$ cat src/hdl/isd_pkg.sv
// ----------------------------------------------------------------------------
// isd_pkg
// Shared types and constants for the image stream deframer.
// ----------------------------------------------------------------------------
package isd_pkg;

  localparam int NumW   = 14;
  localparam int ByteW  = 8;
  localparam int PhaseW = 3;
  localparam int ItemW  = 3;
  localparam int TokW   = 2;

  // parser phases
  localparam logic [PhaseW-1:0] PH_HDR     = 3'd0;
  localparam logic [PhaseW-1:0] PH_HDR_TAG = 3'd1;
  localparam logic [PhaseW-1:0] PH_LTAG    = 3'd2;
  localparam logic [PhaseW-1:0] PH_LNUM    = 3'd3;
  localparam logic [PhaseW-1:0] PH_DTAG    = 3'd4;
  localparam logic [PhaseW-1:0] PH_DATA    = 3'd5;

  localparam logic [ByteW-1:0] CH_S    = 8'h53;
  localparam logic [ByteW-1:0] CH_H    = 8'h48;
  localparam logic [ByteW-1:0] CH_W    = 8'h57;
  localparam logic [ByteW-1:0] CH_ZERO = 8'h30;
  localparam logic [ByteW-1:0] CH_NINE = 8'h39;

  localparam logic [ItemW-1:0] ITEM_HEIGHT = 3'd2;
  localparam logic [ItemW-1:0] ITEM_WIDTH  = 3'd4;
  localparam logic [ItemW-1:0] ITEM_LAST   = 3'd4;
  localparam logic [TokW-1:0]  TOK_LAST    = 2'd3;

  typedef struct packed {
    logic             pixel_valid;
    logic [ByteW-1:0] pixel_byte;
    logic [NumW-1:0]  row_number;
    logic [NumW-1:0]  byte_index;
    logic             ack;
    logic             last_of_line;
    logic [NumW-1:0]  image_width;
    logic [NumW-1:0]  image_height;
    logic             bad_digit;
    logic             frame_done;
  } res_t;

endpackage

$ cat src/hdl/image_stream_deframer_top.sv
// an accepted byte waits in the input register; its result is written to the output register when it moves on
// throughput: one byte per cycle; the input stalls only while it holds a byte and
// the waiting result is held by res_stall
// bytes that complete nothing and carry no bad digit give no result item
// reset: synchronous active-high rst clears the parser state to the header
// phase and empties the input and output registers
// ----------------------------------------------------------------------------
// image_stream_deframer_top
// Input register, byte parser and output register for the image deframer.
// ----------------------------------------------------------------------------
module image_stream_deframer_top (
  input  logic                       clk,
  input  logic                       rst,
  input  logic                       rx_valid,
  output logic                       rx_stall,
  input  logic [isd_pkg::ByteW-1:0]  rx_byte,
  output logic                       res_valid,
  input  logic                       res_stall,
  output logic                       pixel_valid,
  output logic [isd_pkg::ByteW-1:0]  pixel_byte,
  output logic [isd_pkg::NumW-1:0]   row_number,
  output logic [isd_pkg::NumW-1:0]   byte_index,
  output logic                       ack,
  output logic                       last_of_line,
  output logic [isd_pkg::NumW-1:0]   image_width,
  output logic [isd_pkg::NumW-1:0]   image_height,
  output logic                       bad_digit,
  output logic                       frame_done
);

  logic                      in_full;
  logic [isd_pkg::ByteW-1:0] in_byte;
  logic                      advance;
  logic                      step_hit;
  isd_pkg::res_t             step_res;
  isd_pkg::res_t             out_res;

  // the held byte moves on whenever the output register can take a result
  assign advance  = in_full && (!res_valid || !res_stall);
  assign rx_stall = in_full && !advance;

  always_ff @(posedge clk) begin
    if (rst) begin
      in_full <= 1'b0;
    end else if (rx_valid && !rx_stall) begin
      in_full <= 1'b1;
    end else if (advance) begin
      in_full <= 1'b0;
    end
  end

  always_ff @(posedge clk) begin
    if (rx_valid && !rx_stall) begin
      in_byte <= rx_byte;
    end
  end

  isd_parse u_parse (
    .clk     (clk),
    .rst     (rst),
    .step_en (advance),
    .rx_byte (in_byte),
    .res     (step_res),
    .res_hit (step_hit)
  );

  always_ff @(posedge clk) begin
    if (rst) begin
      res_valid <= 1'b0;
    end else if (advance) begin
      res_valid <= step_hit;
    end else if (!res_stall) begin
      res_valid <= 1'b0;
    end
  end

  always_ff @(posedge clk) begin
    if (advance && step_hit) begin
      out_res <= step_res;
    end
  end

  assign pixel_valid  = out_res.pixel_valid;
  assign pixel_byte   = out_res.pixel_byte;
  assign row_number   = out_res.row_number;
  assign byte_index   = out_res.byte_index;
  assign ack          = out_res.ack;
  assign last_of_line = out_res.last_of_line;
  assign image_width  = out_res.image_width;
  assign image_height = out_res.image_height;
  assign bad_digit    = out_res.bad_digit;
  assign frame_done   = out_res.frame_done;

`ifndef NO_ASSERTIONS
  a_stall_needs_byte: assert property (@(posedge clk) disable iff (rst)
    rx_stall |-> (in_full && res_valid && res_stall))
    else $error("input stalled without a held byte and a held result");

  a_done_acks: assert property (@(posedge clk) disable iff (rst)
    (res_valid && frame_done) |-> ack)
    else $error("frame end without acknowledge");

  a_last_is_pixel: assert property (@(posedge clk) disable iff (rst)
    (res_valid && last_of_line) |-> (pixel_valid && ack))
    else $error("end of line flagged on a non-data result");

  a_index_in_line: assert property (@(posedge clk) disable iff (rst)
    (res_valid && pixel_valid) |-> (byte_index < image_width))
    else $error("data byte index beyond line width");
`endif

endmodule

$ cat src/hdl/isd_parse.sv
// ----------------------------------------------------------------------------
// isd_parse
// Deframing state and the per-byte update; one byte handled per enabled cycle.
// ----------------------------------------------------------------------------
module isd_parse (
  input  logic                      clk,
  input  logic                      rst,
  input  logic                      step_en,
  input  logic [isd_pkg::ByteW-1:0] rx_byte,
  output isd_pkg::res_t             res,
  output logic                      res_hit
);

  logic [isd_pkg::PhaseW-1:0] phase, phase_next, phase_eff;
  logic [isd_pkg::ItemW-1:0]  header_item, header_item_next;
  logic [isd_pkg::TokW-1:0]   byte_in_token, byte_in_token_next;
  logic [isd_pkg::NumW-1:0]   number_accumulator, number_accumulator_next;
  logic [isd_pkg::NumW-1:0]   height_reg, height_reg_next;
  logic [isd_pkg::NumW-1:0]   width_reg, width_reg_next;
  logic [isd_pkg::NumW-1:0]   lines_done, lines_done_next;
  logic [isd_pkg::NumW-1:0]   current_row, current_row_next;
  logic [isd_pkg::NumW-1:0]   data_count, data_count_next;

  logic                      is_digit;
  logic [3:0]                digit;
  logic [isd_pkg::NumW-1:0]  acc_step;
  logic [isd_pkg::NumW-1:0]  lines_inc;
  logic [isd_pkg::NumW:0]    count_inc;
  logic                      pv, ack, last, bad, done;

  assign is_digit  = (rx_byte >= isd_pkg::CH_ZERO) && (rx_byte <= isd_pkg::CH_NINE);
  assign digit     = is_digit ? 4'(rx_byte - isd_pkg::CH_ZERO) : 4'd0;
  // times ten as two shifts and an add
  assign acc_step  = (number_accumulator << 3) + (number_accumulator << 1)
                     + isd_pkg::NumW'(digit);
  assign lines_inc = lines_done + isd_pkg::NumW'(1);
  assign count_inc = {1'b0, data_count} + (isd_pkg::NumW+1)'(1);
  assign phase_eff = (phase > isd_pkg::PH_DATA) ? isd_pkg::PH_HDR : phase;

  always_comb begin
    phase_next              = phase_eff;
    header_item_next        = header_item;
    byte_in_token_next      = byte_in_token;
    number_accumulator_next = number_accumulator;
    height_reg_next         = height_reg;
    width_reg_next          = width_reg;
    lines_done_next         = lines_done;
    current_row_next        = current_row;
    data_count_next         = data_count;
    pv   = 1'b0;
    ack  = 1'b0;
    last = 1'b0;
    bad  = 1'b0;
    done = 1'b0;

    case (phase_eff)
      isd_pkg::PH_HDR, isd_pkg::PH_HDR_TAG: begin
        if (phase_eff == isd_pkg::PH_HDR && byte_in_token == '0 &&
            (rx_byte == isd_pkg::CH_S || rx_byte == isd_pkg::CH_H ||
             rx_byte == isd_pkg::CH_W)) begin
          phase_next         = isd_pkg::PH_HDR_TAG;
          byte_in_token_next = isd_pkg::TokW'(1);
        end else begin
          if (phase_eff == isd_pkg::PH_HDR) begin
            bad = !is_digit;
            number_accumulator_next = acc_step;
            if (byte_in_token == isd_pkg::TOK_LAST) begin
              if (header_item == isd_pkg::ITEM_HEIGHT) height_reg_next = acc_step;
              if (header_item == isd_pkg::ITEM_WIDTH) width_reg_next = acc_step;
            end
          end
          if (byte_in_token == isd_pkg::TOK_LAST) begin
            // header item complete
            ack                     = 1'b1;
            number_accumulator_next = '0;
            byte_in_token_next      = '0;
            if (header_item >= isd_pkg::ITEM_LAST) begin
              header_item_next = '0;
              lines_done_next  = '0;
              if (height_reg_next == '0) begin
                done       = 1'b1;
                phase_next = isd_pkg::PH_HDR;
              end else begin
                phase_next = isd_pkg::PH_LTAG;
              end
            end else begin
              header_item_next = header_item + isd_pkg::ItemW'(1);
              phase_next       = isd_pkg::PH_HDR;
            end
          end else begin
            byte_in_token_next = byte_in_token + isd_pkg::TokW'(1);
          end
        end
      end
      isd_pkg::PH_LTAG: begin
        if (byte_in_token == isd_pkg::TOK_LAST) begin
          ack                     = 1'b1;
          byte_in_token_next      = '0;
          number_accumulator_next = '0;
          phase_next              = isd_pkg::PH_LNUM;
        end else begin
          byte_in_token_next = byte_in_token + isd_pkg::TokW'(1);
        end
      end
      isd_pkg::PH_LNUM: begin
        bad = !is_digit;
        number_accumulator_next = acc_step;
        if (byte_in_token == isd_pkg::TOK_LAST) begin
          current_row_next        = acc_step;
          number_accumulator_next = '0;
          byte_in_token_next      = '0;
          ack                     = 1'b1;
          phase_next              = isd_pkg::PH_DTAG;
        end else begin
          byte_in_token_next = byte_in_token + isd_pkg::TokW'(1);
        end
      end
      isd_pkg::PH_DTAG: begin
        if (byte_in_token == isd_pkg::TOK_LAST) begin
          ack                = 1'b1;
          byte_in_token_next = '0;
          data_count_next    = '0;
          if (width_reg == '0) begin
            // empty line ends on its tag
            lines_done_next = lines_inc;
            if (lines_inc >= height_reg) begin
              done             = 1'b1;
              lines_done_next  = '0;
              header_item_next = '0;
              phase_next       = isd_pkg::PH_HDR;
            end else begin
              phase_next = isd_pkg::PH_LTAG;
            end
          end else begin
            phase_next = isd_pkg::PH_DATA;
          end
        end else begin
          byte_in_token_next = byte_in_token + isd_pkg::TokW'(1);
        end
      end
      default: begin
        pv = 1'b1;
        if (count_inc >= {1'b0, width_reg}) begin
          last            = 1'b1;
          ack             = 1'b1;
          data_count_next = '0;
          lines_done_next = lines_inc;
          if (lines_inc >= height_reg) begin
            done             = 1'b1;
            lines_done_next  = '0;
            header_item_next = '0;
            phase_next       = isd_pkg::PH_HDR;
          end else begin
            phase_next = isd_pkg::PH_LTAG;
          end
        end else begin
          data_count_next = count_inc[isd_pkg::NumW-1:0];
        end
      end
    endcase

    res.pixel_valid  = pv;
    res.pixel_byte   = pv ? rx_byte : '0;
    res.row_number   = current_row_next;
    res.byte_index   = pv ? data_count : '0;
    res.ack          = ack;
    res.last_of_line = last;
    res.image_width  = width_reg_next;
    res.image_height = height_reg_next;
    res.bad_digit    = bad;
    res.frame_done   = done;
    res_hit          = ack || pv || bad;
  end

  always_ff @(posedge clk) begin
    if (rst) begin
      phase              <= isd_pkg::PH_HDR;
      header_item        <= '0;
      byte_in_token      <= '0;
      number_accumulator <= '0;
      height_reg         <= '0;
      width_reg          <= '0;
      lines_done         <= '0;
      current_row        <= '0;
      data_count         <= '0;
    end else if (step_en) begin
      phase              <= phase_next;
      header_item        <= header_item_next;
      byte_in_token      <= byte_in_token_next;
      number_accumulator <= number_accumulator_next;
      height_reg         <= height_reg_next;
      width_reg          <= width_reg_next;
      lines_done         <= lines_done_next;
      current_row        <= current_row_next;
      data_count         <= data_count_next;
    end
  end

endmodule
$ cat config.mk
export PLATFORM = sky130hd
export DESIGN_NAME = image_stream_deframer_top
export DESIGN_NICKNAME = d
export VERILOG_FILES = /design/src/hdl/isd_pkg.sv /design/src/hdl/image_stream_deframer_top.sv /design/src/hdl/isd_parse.sv
export SDC_FILE = /design/constraint.sdc
export NUM_CORES = 1
export LEC_CHECK = 0
export BUFFER_PORTS_ARGS = -buffer_cell sky130_fd_sc_hd__clkbuf_2
export CELL_PAD_IN_SITES_DETAIL_PLACEMENT = 1
export CELL_PAD_IN_SITES_GLOBAL_PLACEMENT = 2
export CORE_MARGIN = 10
export CORE_UTILIZATION = 41
export DETAILED_ROUTE_END_ITERATION = 12
export PLACE_DENSITY_LB_ADDON = 0.1
export SETUP_SLACK_MARGIN = 0.2
export SLEW_MARGIN = 10
export SYNTH_ARGS = -nofsm -noshare
export SYNTH_HDL_FRONTEND = slang
export SYNTH_SLANG_ARGS = --single-unit
$ cat constraint.sdc
create_clock -name clk -period 6.8 [get_ports clk]
set_input_delay 0 -clock clk [delete_from_list [all_inputs] [get_ports clk]]
set_output_delay 0 -clock clk [all_outputs]
set_load 0.02 [all_outputs]
======== After elaboration in Yosys (flattened, before gate mapping) ========
Index checks and enable logic that the tools add are counted.
W data, S select, Z words.
storage, ports and cells
  register bits ........................... 170
  input port bits ......................... 12
operators by class
  add/sub/neg operators ................... 7
  $lt $le $gt $ge ......................... 6
  equality and inequality tests ........... 18
  mux-type cells .......................... 75
  bitwise logic cells ..................... 2
  reductions and logical operators ........ 35
operator list
  operator                 count
  $mux W14                 23
  $mux W13                 4
  $mux W3                  15
  $pmux W14 S3             1
  $pmux W13 S3             1
  $logic_not A14 Y1        2
  $pmux W14 S2             1
  $eq A8 B7 Y1 const B     3
  $mux W1                  18
  $add A14 B1 Y15 const B  1
  $ge A15 B14 Y1           1
  $add A14 B1 Y14 const B  1
  $add A14 B14 Y14         1
  $add A14 B4 Y14          1
  $ge A14 B14 Y1           1
  $ne A2 B1 Y1 const B     6
  $pmux W3 S4              1
  $mux W2                  5
  $eq A3 B2 Y1 const B     3
  $pmux W3 S3              1
  $ge A8 B6 Y1 const B     1
  $le A8 B6 Y1 const B     1
  $reduce_and A8 Y1        1
  $logic_and A1 B1 Y1      7
  29 further kinds         43

======== Depth between registers and ports, before layout ========
  word-level depth ........................ 15
  gate-level depth with buffers ........... 17

======== Modules after synthesis ========
A second synthesis with hierarchy kept.
unflattened totals
  cells, all modules ...................... 930
  area total of the unflattened synthesis .. 8,969.9 sq um
by module, submodules not included
  module                     instances  cells an instance  area an instance (sq um)  sequential area each (sq um)
  isd_parse                  1          841                6,563.8                   1,821.7
  image_stream_deframer_top  1          89                 2,406.1                   2,352.3

======== Worst setup path before layout ========
No wires, ideal clock.
  kind .................................... register to register
  from .................................... register in_byte[1] (netlist name)
  to ...................................... register u_parse.phase[1] (netlist name)
  library setup time ...................... 0.133 ns
  arrival ................................. 3.458 ns
  slack ................................... 3.209 ns
  stages on the path, launching flop included .. 15
  buffers on the path ..................... 0
  cells stage by stage .................... edfxtp_1 > o21ai_0 > and4_1 > nand2_1 > fa_1 > inv_1 > fa_1 > a21oi_1 > o21ai_0 > or4_1 > and3_1 > nor3_1 > a31oi_1 > o31ai_1 > a211oi_1
on the way
  word-level cells in the longest chain between the ends .. 15
  elaborated cells on any way between the ends .. 23
  classes of those cells .................. 2 x add/sub; 2 x order compare; 3 x eq/ne; 11 x mux; 5 x reduce/logical
RTL lines
  item                                          line                             text
  start, declared                               image_stream_deframer_top.sv:32  logic [isd_pkg::ByteW-1:0] in_byte;
  start signal, assigned                        image_stream_deframer_top.sv:54  in_byte <= rx_byte;
  $ge A8 B6 Y1 or $le A8 B6 Y1 (tied branches)  isd_parse.sv:31                  assign is_digit = (rx_byte >= isd_pkg::CH_ZERO) && (rx_byte <= isd_pkg::CH_NINE);
  $logic_and A1 B1 Y1                           isd_parse.sv:31
  $mux W4                                       isd_parse.sv:32                  assign digit = is_digit ? 4'(rx_byte - isd_pkg::CH_ZERO) : 4'd0;
  $add A14 B4 Y14                               isd_parse.sv:35                  + isd_pkg::NumW'(digit);
  $mux W14                                      isd_parse.sv:68                  if (header_item == isd_pkg::ITEM_HEIGHT) height_reg_next = acc_step;
  $mux W14                                      isd_parse.sv:67                  if (byte_in_token == isd_pkg::TOK_LAST) begin
  $mux W14                                      isd_parse.sv:64                  if (phase_eff == isd_pkg::PH_HDR) begin
  $mux W14                                      isd_parse.sv:58                  if (phase_eff == isd_pkg::PH_HDR && byte_in_token == '0 &&
  $mux W14                                      isd_parse.sv:56                  case (phase_eff)
  $logic_not A14 Y1                             isd_parse.sv:80                  if (height_reg_next == '0) begin
  $mux W2                                       isd_parse.sv:80
  $mux W2                                       isd_parse.sv:77                  if (header_item >= isd_pkg::ITEM_LAST) begin
  $mux W3                                       isd_parse.sv:72                  if (byte_in_token == isd_pkg::TOK_LAST) begin
  $mux W3 *                                     isd_parse.sv:58
  $pmux W3 S4 *                                 isd_parse.sv:56
  end signal, assigned                          isd_parse.sv:177                 phase <= isd_pkg::PH_HDR;
  end signal, assigned                          isd_parse.sv:187                 phase <= phase_next;
  end, declared                                 isd_parse.sv:14                  logic [isd_pkg::PhaseW-1:0] phase, phase_next, phase_eff;
Every way passes the cells marked *; elsewhere a longest branch is shown, timed or not. The select of a mux whose other input is x is not followed.
A chain may end at the register's enable or synchronous reset.

======== Final worst setup path ========
Ends and elaborated chain as after synthesis.

==> results.toml <==
[outcome]
status = "completed"

[sta]
min_period_ps = 4430
hold_ws_ps = 284
post-route-period-util = 0.652
finalSetupViolations = 0
fmax_mhz = 226
setup-tns-final_ps = 0
rsz0062_at_grt = "no"
finalHoldViolCount = 0
clock_skew_ps = 15.7
slew_headroom = 0.302
slew_viol_final = 0
tightest_slew_ps = 1040

[detailed_routing]
wire_per_inst_um = 19.7
drt_iter0_markers = 309
viasPerCell = 5.59
drcViolationCount = 0
dr_total_vias = 7244
ant_nets = 0
firstDrtPassIters = 5
drt-total-wl_mm = 25.5

[die]
start_util = 0.418
die_area_um2 = 27800
rows = 53
core_um2 = 21100
die_w_um = 167
io_pins = 83
die_y_um = 167

[place]
place_congestion = 0.817
placed_cell_area_um2 = 9460
dp_hpwl_mm = 18.1
place.port_buffers = 82

[yosys]
synth_common_cells = "nand2_1 (117), dfxtp_1 (93), nor2_1 (87)"
synth_warnings = 0
yosys.area.top_type_share = 0.262
synth.avg_cell_area_um2 = 9.45
ys.flop_type = "dfxtp_1"
syn-num-nets = 1005
ys_seq_area_frac = 0.474
post-synth-top-count-cell = "nand2_1"
async_flop_share = 0
yosys.area.top_type = "edfxtp_1"
synth_edf_count = 77
synth_area_leaders = "edfxtp_1 (26%), dfxtp_1 (21%), ha_1 (8.2%)"
synth_seq_cells = 170
synth_area_um2 = 8810
synth_cells = 933
ys_types = 65

[clocking]
clock_latency_ps = 440
root_buffer = "clkbuf_16"
cts_made_buffers = 17
htreeDepth = 4
cts_setup_buffers = 0
cts_tree = "yes"
cts.clk_slew.worst_paths_ps = 70
cts_sinks = 170
clockBufferDepth = 2

[layout]
layout.nets = 1080
nFillCells = 2478
final_cell_area_um2 = 10200
area_growth_pct = 15.8
seq_area_um2 = 4170
multi_input_area_um2 = 4270
final_util = 0.484
drive_gt1_frac = 0.150

[global_routing]
first_global_vias = 7464
grt_pass1_wl_mm = 41.0
grt_max_degree = 83
grt_antenna_before_repair = 1
grt_usage = 0.182
grt_overflow = 0

[worst_hold_path]
hold_class = "primary input to flop"

[power]
p_leak_uw = 0.00409
p_per_area_nw_per_um2 = 217
post-layout-total-power_uw = 2220
ir_drop_v = 0.000147

[setup_path]
critical_path.cell_chain = "o21ai_0 -> and4_1 -> nand2_1 -> fa_1 -> inv_1 -> fa_1 -> a21oi_1 -> o21ai_0 -> or4_1 -> nand2_1 -> xor2_1 -> a31oi_1 -> o31ai_1 -> a211oi_1"
startpoint_type = "flop"
crit_slowest_cell = "xor2_1"
cp.arrival_ps = 4710
worstPathMaxFanout = 7
cp_data_required_time_ps = 7080
crit_path_max_incr_delay_ps = 630
critPathCaptureType = "flop"
worst-setup-path-type = "flop to flop"

[flow_run]
drv_cap = 0
cell families after synthesis:
group	count (synthesis)	synth area share
flip-flops	170	0.474
AND/OR/NAND/NOR	343	0.190
AO/OA/AOI/OAI	208	0.147
multiplexers	19	0.0237
buffers and inverters	97	0.0434
XOR/XNOR	36	0.0358
adder cells (fa/ha/maj)	60	0.0869
layout by cell type, fill, tap and decap left out, drive strengths merged, types with 6 or more instances in the layout:
master / netlist / routed
nand2: 117 / 117
clkbuf: 36 / 98
dfxtp: 93 / 93
nor2: 87 / 87
edfxtp: 77 / 77
a21oi: 75 / 75
ha: 58 / 58
inv: 47 / 55
o21ai: 51 / 51
and3: 35 / 35
xnor2: 19 / 19
xor2: 17 / 17
a22oi: 17 / 17
nand3: 16 / 16
mux2: 15 / 15
nor3: 14 / 14
dlygate4sd3: 0 / 13
nand4: 11 / 11
buf: 13 / 11
nor4: 10 / 10
a211oi: 9 / 9
nand2b: 8 / 8
clkinv: 1 / 8
nor2b: 7 / 7
or4: 7 / 7
a31oi: 6 / 6
o21bai: 6 / 6
area by class of cell:
type | instances | share of cell area
Antenna cell | 1 | 0.000245
Sequential cell | 170 | 0.409
Timing Repair Buffer | 105 | 0.0603
Multi-Input combinational cell | 666 | 0.418
Inverter | 48 | 0.0176
Clock buffer | 17 | 0.0417
Tap cell | 275 | 0.0337
Clock inverter | 15 | 0.0192
path summary, 6_finish.rpt:
check                         start                     end  slack (ps)  cells after the start
max                      in_byte[1]        u_parse.phase[1]        2370                     14
min                      rx_byte[3]              in_byte[3]         280                      2
max reg2reg              in_byte[1]        u_parse.phase[1]        2370                     14
min reg2reg  u_parse.current_row[6]  u_parse.current_row[6]         460                      2
report_power, final:
group	internal, µW	switching (µW)
registers	1090	9.68
clock network	505	508
logic	29.6	75.9
per-layer routing:
layer	vias to the layer above	wire [µm]	track usage
met3	21	832	0.0353
met5	-	0	0
met1	3618	11200	0.218
li1	3508	-	-
met4	0	296	0.0412
met2	97	13200	0.328
through the flow:
stage,cells,setup WS [ps]
floorplan,933,3210
global placement,1251,2520
detailed placement,1251,2460
CTS,1296,2440
global route,1297,2010
finish,1297,2370
worst max-delay path, delay by kind of cell (launching register included):
family                   cells  cell delay [ps]
AND/OR/NAND/NOR              4             1010
XOR/XNOR                     1              630
buffers and inverters        1               70
flip-flops                   1              460
AO/OA/AOI/OAI                6             1150
adder cells (fa/ha/maj)      2              960
what timing repair did:
action,CTS,global route
hold buffers,13,0
gates resized for setup,0,0
setup endpoints to repair,0,0
hold endpoints to repair,13,0
(Power assumes the default switching activity.)
